===== src/rtl/qft_pkg.sv =====
`default_nettype none

package qft_pkg;

  // Delimiter lanes: the packed register holds four bytes, the design limit may be lower.
  localparam int unsigned MaxDelims = 4;
  localparam int unsigned NumLanes  = (MaxDelims < 4) ? MaxDelims : 4;

  // APB register map, word index at paddr[3:2]
  localparam int unsigned AddrW = 4;
  localparam logic [1:0] RegDelimBytes = 2'd0;
  localparam logic [1:0] RegDelimUsed  = 2'd1;
  localparam logic [1:0] RegQuoteByte  = 2'd2;

  localparam logic [7:0] QuoteReset = 8'd34;

  typedef enum logic [1:0] {
    PhStart = 2'd0,
    PhSkip  = 2'd1,
    PhPlain = 2'd2,
    PhQuote = 2'd3
  } phase_e;

  typedef struct packed {
    logic [7:0] in_byte;
    logic       end_mark;
  } in_req_t;

  typedef struct packed {
    logic [7:0] tok_byte;
    logic       tok_end;
  } out_rsp_t;

  typedef struct packed {
    logic [31:0] delim_bytes;
    logic [2:0]  delim_used;
    logic [7:0]  quote_byte;
  } cfg_t;

  typedef struct packed {
    logic     emit;
    out_rsp_t rsp;
  } step_t;

endpackage

`default_nettype wire


===== src/rtl/quoted_field_tokenizer.sv =====
// Channel   | Direction | Handshake                 | Payload
// ----------+-----------+---------------------------+--------------------------------
// in        | input     | in_valid_i / in_ready_o   | in_req_i  (in_byte, end_mark)
// out       | output    | out_valid_o / out_ready_i | out_rsp_o (tok_byte, tok_end)
// apb       | input     | psel, penable, pwrite     | paddr, pwdata -> prdata
//
// One byte request per cycle, sustained while out is not stalled.
// The request register feeds the phase logic, whose result lands in the output register.
// Reset clears both valid flags, returns the phase to token start and loads the
// register reset values (no delimiters, quote byte 34).
// A stall on out holds the output register; the request register still takes a new
// byte whenever its current one can move on, so in_ready_o drops only on a full pipe.
`default_nettype none

module quoted_field_tokenizer (
  input  wire               clk_i,
  input  wire               rst_ni,
  // request channel
  input  wire               in_valid_i,
  output logic              in_ready_o,
  input  qft_pkg::in_req_t  in_req_i,
  // result channel
  output logic              out_valid_o,
  input  wire               out_ready_i,
  output qft_pkg::out_rsp_t out_rsp_o,
  // configuration port
  input  wire               psel,
  input  wire               penable,
  input  wire               pwrite,
  input  wire [3:0]         paddr,
  input  wire [31:0]        pwdata,
  output logic [31:0]       prdata,
  output logic              pready
);
  import qft_pkg::*;

  // Configuration registers
  cfg_t cfg_q;
  logic cfg_wr;
  logic [1:0] reg_idx;

  assign pready  = 1'b1;
  assign reg_idx = paddr[AddrW-1:2];
  assign cfg_wr  = psel && penable && pwrite;

  always_ff @(posedge clk_i or negedge rst_ni) begin
    if (!rst_ni) begin
      cfg_q.delim_bytes <= 32'd0;
      cfg_q.delim_used  <= 3'd0;
      cfg_q.quote_byte  <= QuoteReset;
    end else if (cfg_wr) begin
      unique case (reg_idx)
        RegDelimBytes: cfg_q.delim_bytes <= pwdata;
        RegDelimUsed:  cfg_q.delim_used  <= pwdata[2:0];
        RegQuoteByte:  cfg_q.quote_byte  <= pwdata[7:0];
        default: ;  // unmapped word, drop the write
      endcase
    end
  end

  // Read back; unmapped word reads as zero
  always_comb begin
    unique case (reg_idx)
      RegDelimBytes: prdata = cfg_q.delim_bytes;
      RegDelimUsed:  prdata = {29'd0, cfg_q.delim_used};
      RegQuoteByte:  prdata = {24'd0, cfg_q.quote_byte};
      default:       prdata = 32'd0;
    endcase
  end

  // Request register stage
  logic    req_valid_q;
  in_req_t req_q;
  logic    req_adv;   // held request is classified and leaves this cycle

  // Result register stage
  logic     out_valid_q;
  out_rsp_t out_rsp_q;

  phase_e phase_q, phase_d;
  step_t  step;

  // The held request may move on when the output register is free or being drained.
  assign req_adv    = req_valid_q && (!out_valid_q || out_ready_i);
  assign in_ready_o = !req_valid_q || req_adv;

  always_ff @(posedge clk_i or negedge rst_ni) begin
    if (!rst_ni) begin
      req_valid_q <= 1'b0;
    end else if (in_ready_o) begin
      req_valid_q <= in_valid_i;
    end
  end

  always_ff @(posedge clk_i) begin
    if (in_ready_o && in_valid_i) begin
      req_q <= in_req_i;
    end
  end

  qft_classify u_classify (
    .phase_i (phase_q),
    .req_i   (req_q),
    .cfg_i   (cfg_q),
    .phase_o (phase_d),
    .step_o  (step)
  );

  // Advance the phase only when the held byte is consumed
  always_ff @(posedge clk_i or negedge rst_ni) begin
    if (!rst_ni) begin
      phase_q <= PhStart;
    end else if (req_adv) begin
      phase_q <= phase_d;
    end
  end

  // Output register: load a new result, else clear once taken
  always_ff @(posedge clk_i or negedge rst_ni) begin
    if (!rst_ni) begin
      out_valid_q <= 1'b0;
    end else if (req_adv && step.emit) begin
      out_valid_q <= 1'b1;
    end else if (out_ready_i) begin
      out_valid_q <= 1'b0;
    end
  end

  always_ff @(posedge clk_i) begin
    if (req_adv && step.emit) begin
      out_rsp_q <= step.rsp;
    end
  end

  assign out_valid_o = out_valid_q;
  assign out_rsp_o   = out_rsp_q;

`ifndef SYNTHESIS
  // A token end never carries a character
  a_end_zero_byte: assert property (@(posedge clk_i) disable iff (!rst_ni)
    out_valid_o && out_rsp_o.tok_end |-> out_rsp_o.tok_byte == 8'd0)
    else $error("token end with nonzero byte");

  // An end marker always yields a token end and resets the phase
  a_end_mark_closes: assert property (@(posedge clk_i) disable iff (!rst_ni)
    req_adv && req_q.end_mark |=> out_valid_q && out_rsp_q.tok_end && phase_q == PhStart)
    else $error("end marker did not close the token");

  // Backpressure on in only when both stages are full and out is stalled
  a_ready_full: assert property (@(posedge clk_i) disable iff (!rst_ni)
    !in_ready_o |-> req_valid_q && out_valid_q && !out_ready_i)
    else $error("in_ready_o low without a full pipe");

  // Phase holds while the request stage is stalled
  a_phase_hold: assert property (@(posedge clk_i) disable iff (!rst_ni)
    req_valid_q && !req_adv |=> $stable(phase_q))
    else $error("phase moved without a consumed byte");
`endif

endmodule

`default_nettype wire


===== src/rtl/qft_classify.sv =====
`default_nettype none

module qft_classify (
  input  qft_pkg::phase_e  phase_i,
  input  qft_pkg::in_req_t req_i,
  input  qft_pkg::cfg_t    cfg_i,
  output qft_pkg::phase_e  phase_o,
  output qft_pkg::step_t   step_o
);
  import qft_pkg::*;

  logic [NumLanes-1:0] lane_hit;
  logic                is_delim;
  logic                is_quote;

  // Lane i is active while delim_used exceeds i; lanes past NumLanes never exist.
  always_comb begin
    for (int i = 0; i < NumLanes; i++) begin
      lane_hit[i] = (cfg_i.delim_used > 3'(i)) &&
                    (cfg_i.delim_bytes[8*i +: 8] == req_i.in_byte);
    end
  end

  assign is_delim = |lane_hit;
  assign is_quote = (req_i.in_byte == cfg_i.quote_byte);

  // Next phase
  always_comb begin
    phase_o = phase_i;
    if (req_i.end_mark) begin
      phase_o = PhStart;
    end else begin
      unique case (phase_i)
        PhStart: begin
          if (is_quote)      phase_o = PhQuote;
          else if (is_delim) phase_o = PhSkip;
          else               phase_o = PhPlain;
        end
        PhSkip: begin
          if (!is_delim) phase_o = PhPlain;
        end
        PhPlain: begin
          if (is_delim) phase_o = PhStart;
        end
        PhQuote: begin
          if (is_quote) phase_o = PhStart;
        end
        default: phase_o = PhStart;
      endcase
    end
  end

  // Result
  always_comb begin
    step_o.emit         = 1'b1;
    step_o.rsp.tok_byte = req_i.in_byte;
    step_o.rsp.tok_end  = 1'b0;
    if (req_i.end_mark) begin
      step_o.rsp.tok_byte = 8'd0;
      step_o.rsp.tok_end  = 1'b1;
    end else begin
      unique case (phase_i)
        PhStart: begin
          if (is_quote || is_delim) step_o.emit = 1'b0;
        end
        PhSkip: begin
          if (is_delim) step_o.emit = 1'b0;
        end
        PhPlain: begin
          if (is_delim) begin
            step_o.rsp.tok_byte = 8'd0;
            step_o.rsp.tok_end  = 1'b1;
          end
        end
        PhQuote: begin
          if (is_quote) begin
            step_o.rsp.tok_byte = 8'd0;
            step_o.rsp.tok_end  = 1'b1;
          end
        end
        default: step_o.emit = 1'b0;
      endcase
    end
  end

endmodule

`default_nettype wire


===== config.mk =====
export PLATFORM = sky130hd
export DESIGN_NAME = quoted_field_tokenizer
export DESIGN_NICKNAME = d
export VERILOG_FILES = /design/src/rtl/qft_pkg.sv /design/src/rtl/quoted_field_tokenizer.sv /design/src/rtl/qft_classify.sv
export SDC_FILE = /design/constraint.sdc
export NUM_CORES = 1
export LEC_CHECK = 0
export BUFFER_PORTS_ARGS = -buffer_cell sky130_fd_sc_hd__buf_2
export CAP_MARGIN = 20
export CORE_MARGIN = 3
export CORE_UTILIZATION = 30
export DETAILED_ROUTE_END_ITERATION = 7
export MAX_ROUTING_LAYER = met4
export PLACE_DENSITY = 0.61
export SLEW_MARGIN = 20
export SYNTH_ARGS = -nofsm -noshare
export SYNTH_HDL_FRONTEND = slang
export SYNTH_HIERARCHICAL = 1
export SYNTH_SLANG_ARGS = --single-unit

===== constraint.sdc =====
create_clock -name clk_i -period 2.2 [get_ports clk_i]
set_input_delay 0.22 -clock clk_i [delete_from_list [all_inputs] [get_ports clk_i]]
set_output_delay 0.22 -clock clk_i [all_outputs]
set_load 0.005 [all_outputs]

==> results.txt <==
- Summing the sequential cell areas from Yosys gives 50.9% of the chip area.
- Clock Skews: 0.00453 ns
- The detail route stage leaves a number of antenna-violating nets equal to 0.
- Part of the power in combinational logic: 18.9%
- Min Tclk post-route: 2.13 ns
- The tree is rooted in a sky130_fd_sc_hd__clkbuf_16.
- Remaining Overflow, GRT: 0
* Boundary Pins: 96
- Hold Violations, Final: 0
- DRC violations left: 0
- TritonCTS clock tree: done
- The run finished with clean final reports.
- The detailed router finished its first iteration with 63 violations.
* Share of the clock period used by the worst path after layout: 96.9%
* Clk pwr share: 37.5%
- In the global route stage, overall resource usage came out at 13.2%.
* Cell types with the largest area share after synthesis: sky130_fd_sc_hd__dfrtp_1 (33%), sky130_fd_sc_hd__edfxtp_1 (16%), sky130_fd_sc_hd__mux2_2 (14%)
* Core ar.: 0.0109 mm2
- After detailed routing, the total wire length is 8110 um.
- Leakage component of the power: 2.06 nW
- Entering global routing, the biggest net connects 33 pins.
- Worst slack, placed: -0.207 ns
- The wire-length estimate of the detail-placed layout is 6180 um.
- The first detailed-routing pass took 4 iterations.
- Summing the areas of all compound-gate instances in the mapped netlist gives 2.48% of the synthesized area.
- By area, the combinational part of the netlist is dominated by multiplexers.
* Unrepaired setup endpoints after global routing: yes
- Max-cap violation count: 0
* Simple logic cell fraction of the synthesized area: 14.5%
- Number of antenna repair diodes: 0
- Wire length of the first global-routing pass: 12700 um
- Final hold analysis gives a worst-case slack of 0.0787 ns.
- Startpoint class of the critical path: register
* Share of the synthesized area in the top cell type: 33.3%
* Flop pwr share: 43.6%
- Dividing the detail-routed via count by the number of cells gives 4.46.
- In the synthesized netlist the async set-or-reset flop fraction comes to 72.3%.
- Required time at the worst-slack endpoint: 2.27 ns
* CP endpoint kind: register
- The die covers 0.0126 mm2.
* Worst-path fanout max: 9
* Fraction of synthesized area in multiplexers: 17.7%
* Vias after detailed routing: 2364
* Number of enable flip-flop cells after synthesis: 18
- Post-Route Utilization: 41.1%
- Dividing the detail-routed wire length by the instance count gives 15.3 um.
* Clock transition at the registers of the reported paths: 0.05 ns
* Worst Setup Slack, final: 0.0691 ns
- Primary FF master, synth: sky130_fd_sc_hd__dfrtp_1
- Row generation in the floorplan step produced 38 rows.
- Cell taking the most area after synthesis: sky130_fd_sc_hd__dfrtp_1
* Number of buffers inserted during clock tree synthesis: 9
* Classification of the worst-slack hold path: in -> reg
- The longest clock path from root to sink contains 2 buffers.
- Gate count after technology mapping: 264
- Syn Area/Cell: 12.8 um2
* Count of unique library cells instantiated by Yosys: 38
- Parity-gate share of the synthesized area counting xor and xnor cells: 10.8%
- Net count of the mapped netlist: 316
* Final Non-Filler Cells: 530
- Setup total negative slack: 0 ns
* Total setup violations reported at the end of the flow: 0
* Cell area after layout: 0.00449 mm2
* Power spent charging and discharging nets: 1.01 mW
- Based on the critical path, the design can be clocked at up to 469 MHz.
- The mapped netlist covers 0.00338 mm2.
- The placed instances occupy a cell area of 0.00404 mm2.
- Die Wd: 112 um
- Internal power: 2.91 mW
* Number of buffers added on ports: 92
- The Yosys step of the flow raised 6 warnings.
- Fraction of the mapped netlist area in adder cells: 0%
* Largest voltage drop on the vdd net: 461 uV
- Routability-driven placement congestion ratio: 0.794
- Number of antenna violations at the first check in global routing: 0
- The final number of max-transition violations was 0.
- Counting flops and latches in the post-synthesis netlist gives 65.
- Switching Share: 25.9%
- # clock sinks: 65
- Starting density of the core: 30.9%
- Counting tap cells, the placed design contains a total of 499 instances.
- H-tree Lvls: 3
* PD cells: 873 mW/mm2
- For the worst setup path, the data arrival time is 2.20 ns.
* P&R area growth vs syn: 32.8%
* Chip height: 112 um
- Via count of the first global-routing pass: 2407
- Pwr Total: 3.92 mW
* Fraction of layout instances using a drive strength above 1: 50.8%
* Final Net Count: 437
- The worst setup path is of the reg -> reg kind.
- Insertion delay of the later-clocked pin in the worst-skew pair: 0.32 ns
## worst paths after layout
path                                   from            to  slack, ns  depth (start not counted)
worst min register to register  out_valid_o   out_valid_o       0.52                          2
max in group asynchronous            rst_ni      cfg_q[5]       1.23                          3
worst min-delay path            in_req_i[3]      req_q[3]       0.08                          1
min in group asynchronous            rst_ni      cfg_q[3]       0.31                          2
worst max register to register     req_q[3]  out_rsp_o[5]       0.07                          9
worst max-delay path               req_q[3]  out_rsp_o[5]       0.07                          9
## critical path: stages, from the launching register on
cell                       delay, ns
sky130_fd_sc_hd__edfxtp_1       0.44
sky130_fd_sc_hd__buf_6          0.16
sky130_fd_sc_hd__xnor2_2        0.13
sky130_fd_sc_hd__nand4_1        0.09
sky130_fd_sc_hd__or4_4          0.45
sky130_fd_sc_hd__nand4_4        0.13
sky130_fd_sc_hd__o21bai_2       0.09
sky130_fd_sc_hd__or2_1          0.22
sky130_fd_sc_hd__nand2_2        0.10
sky130_fd_sc_hd__nor2_4         0.07
## repair_timing
action                                  in CTS  in global routing
setup buffers                                4                 10
pin swaps                                    1                  1
resized for setup                            2                  4
endpoints found under the hold margin        8                  0
endpoints found under the setup margin      10                 19
hold buffers                                 1                  0
## Yosys cell counts (all sizes together) (3+ instances only)
master  count
and2       34
dfrtp      45
nand4       6
nor2       10
xnor2      19
nor3        6
edfxtp     18
xor2       21
nand2       7
mux2i       9
nor4        3
o21ai       4
nor2b       3
mux2       45
buf        14
## routing by layer
layer | global-route usage, % | part of all wire (%) | vias to the layer above
met5 | - | 0 | -
met2 | 21.1 | 49 | 69
met3 | 3.23 | 5.5 | 8
met4 | 3.37 | 0.73 | 0
met1 | 17.0 | 45 | 1134
li1 | - | - | 1153
## final cells by class
cell class,instances,area (um2)
clock buffers,12,236
clock inverters,4,68.8
fillers,1061,6450
inverters,1,3.75
multi-input cells,182,1560
flip-flops and latches,65,1720
well taps,140,175
repair buffers,126,722
## flip-flops by register name (all words and copies together) (netlist names)
signal and count:
out_rsp_o 9, cfg_q 43, phase_q 2, req_valid_q 1, req_q 9, out_valid_o 1
## placed cells by master (no fill, tap or decap), types with 2 or more instances in the layout
master,synthesis,routed
sky130_fd_sc_hd__nand2b_1,2,2
sky130_fd_sc_hd__mux2_2,43,43
sky130_fd_sc_hd__mux2i_1,9,9
sky130_fd_sc_hd__nand4_1,4,4
sky130_fd_sc_hd__nor2b_1,3,3
sky130_fd_sc_hd__xor2_1,21,21
sky130_fd_sc_hd__buf_4,8,32
sky130_fd_sc_hd__xnor2_2,2,3
sky130_fd_sc_hd__nand2_1,7,6
sky130_fd_sc_hd__xnor2_1,17,16
sky130_fd_sc_hd__mux2_1,2,2
sky130_fd_sc_hd__a21oi_1,2,2
sky130_fd_sc_hd__dfstp_2,2,2
sky130_fd_sc_hd__nor2_1,10,9
sky130_fd_sc_hd__o21ai_0,4,4
sky130_fd_sc_hd__edfxtp_1,18,18
sky130_fd_sc_hd__bufinv_16,0,2
sky130_fd_sc_hd__and2_1,34,34
sky130_fd_sc_hd__dfrtp_1,45,45
sky130_fd_sc_hd__buf_2,3,92
sky130_fd_sc_hd__nor3_1,5,5
sky130_fd_sc_hd__clkbuf_16,0,9
sky130_fd_sc_hd__clkbuf_1,2,3
sky130_fd_sc_hd__nor4_1,3,2
## cell families (layout without fill, tap and decap cells)
logic type,Yosys count,in the layout
flip-flops,65,65
buffers and inverters,17,143
XOR/XNOR,40,40
AND/OR/NAND/NOR,77,77
AO/OA/AOI/OAI,10,10
multiplexers,54,54
other,1,1
## power by group through the flow
stage	sequential [mW]	clock (mW)	combinational (mW)
finish	1.71	1.47	0.743
global route	1.74	1.56	0.823
detailed placement	1.75	0	0.700
CTS	1.72	1.50	0.726
global placement	1.74	0	0.688
floorplan	1.64	0	0.504
Power figures use the tool's default switching activity.
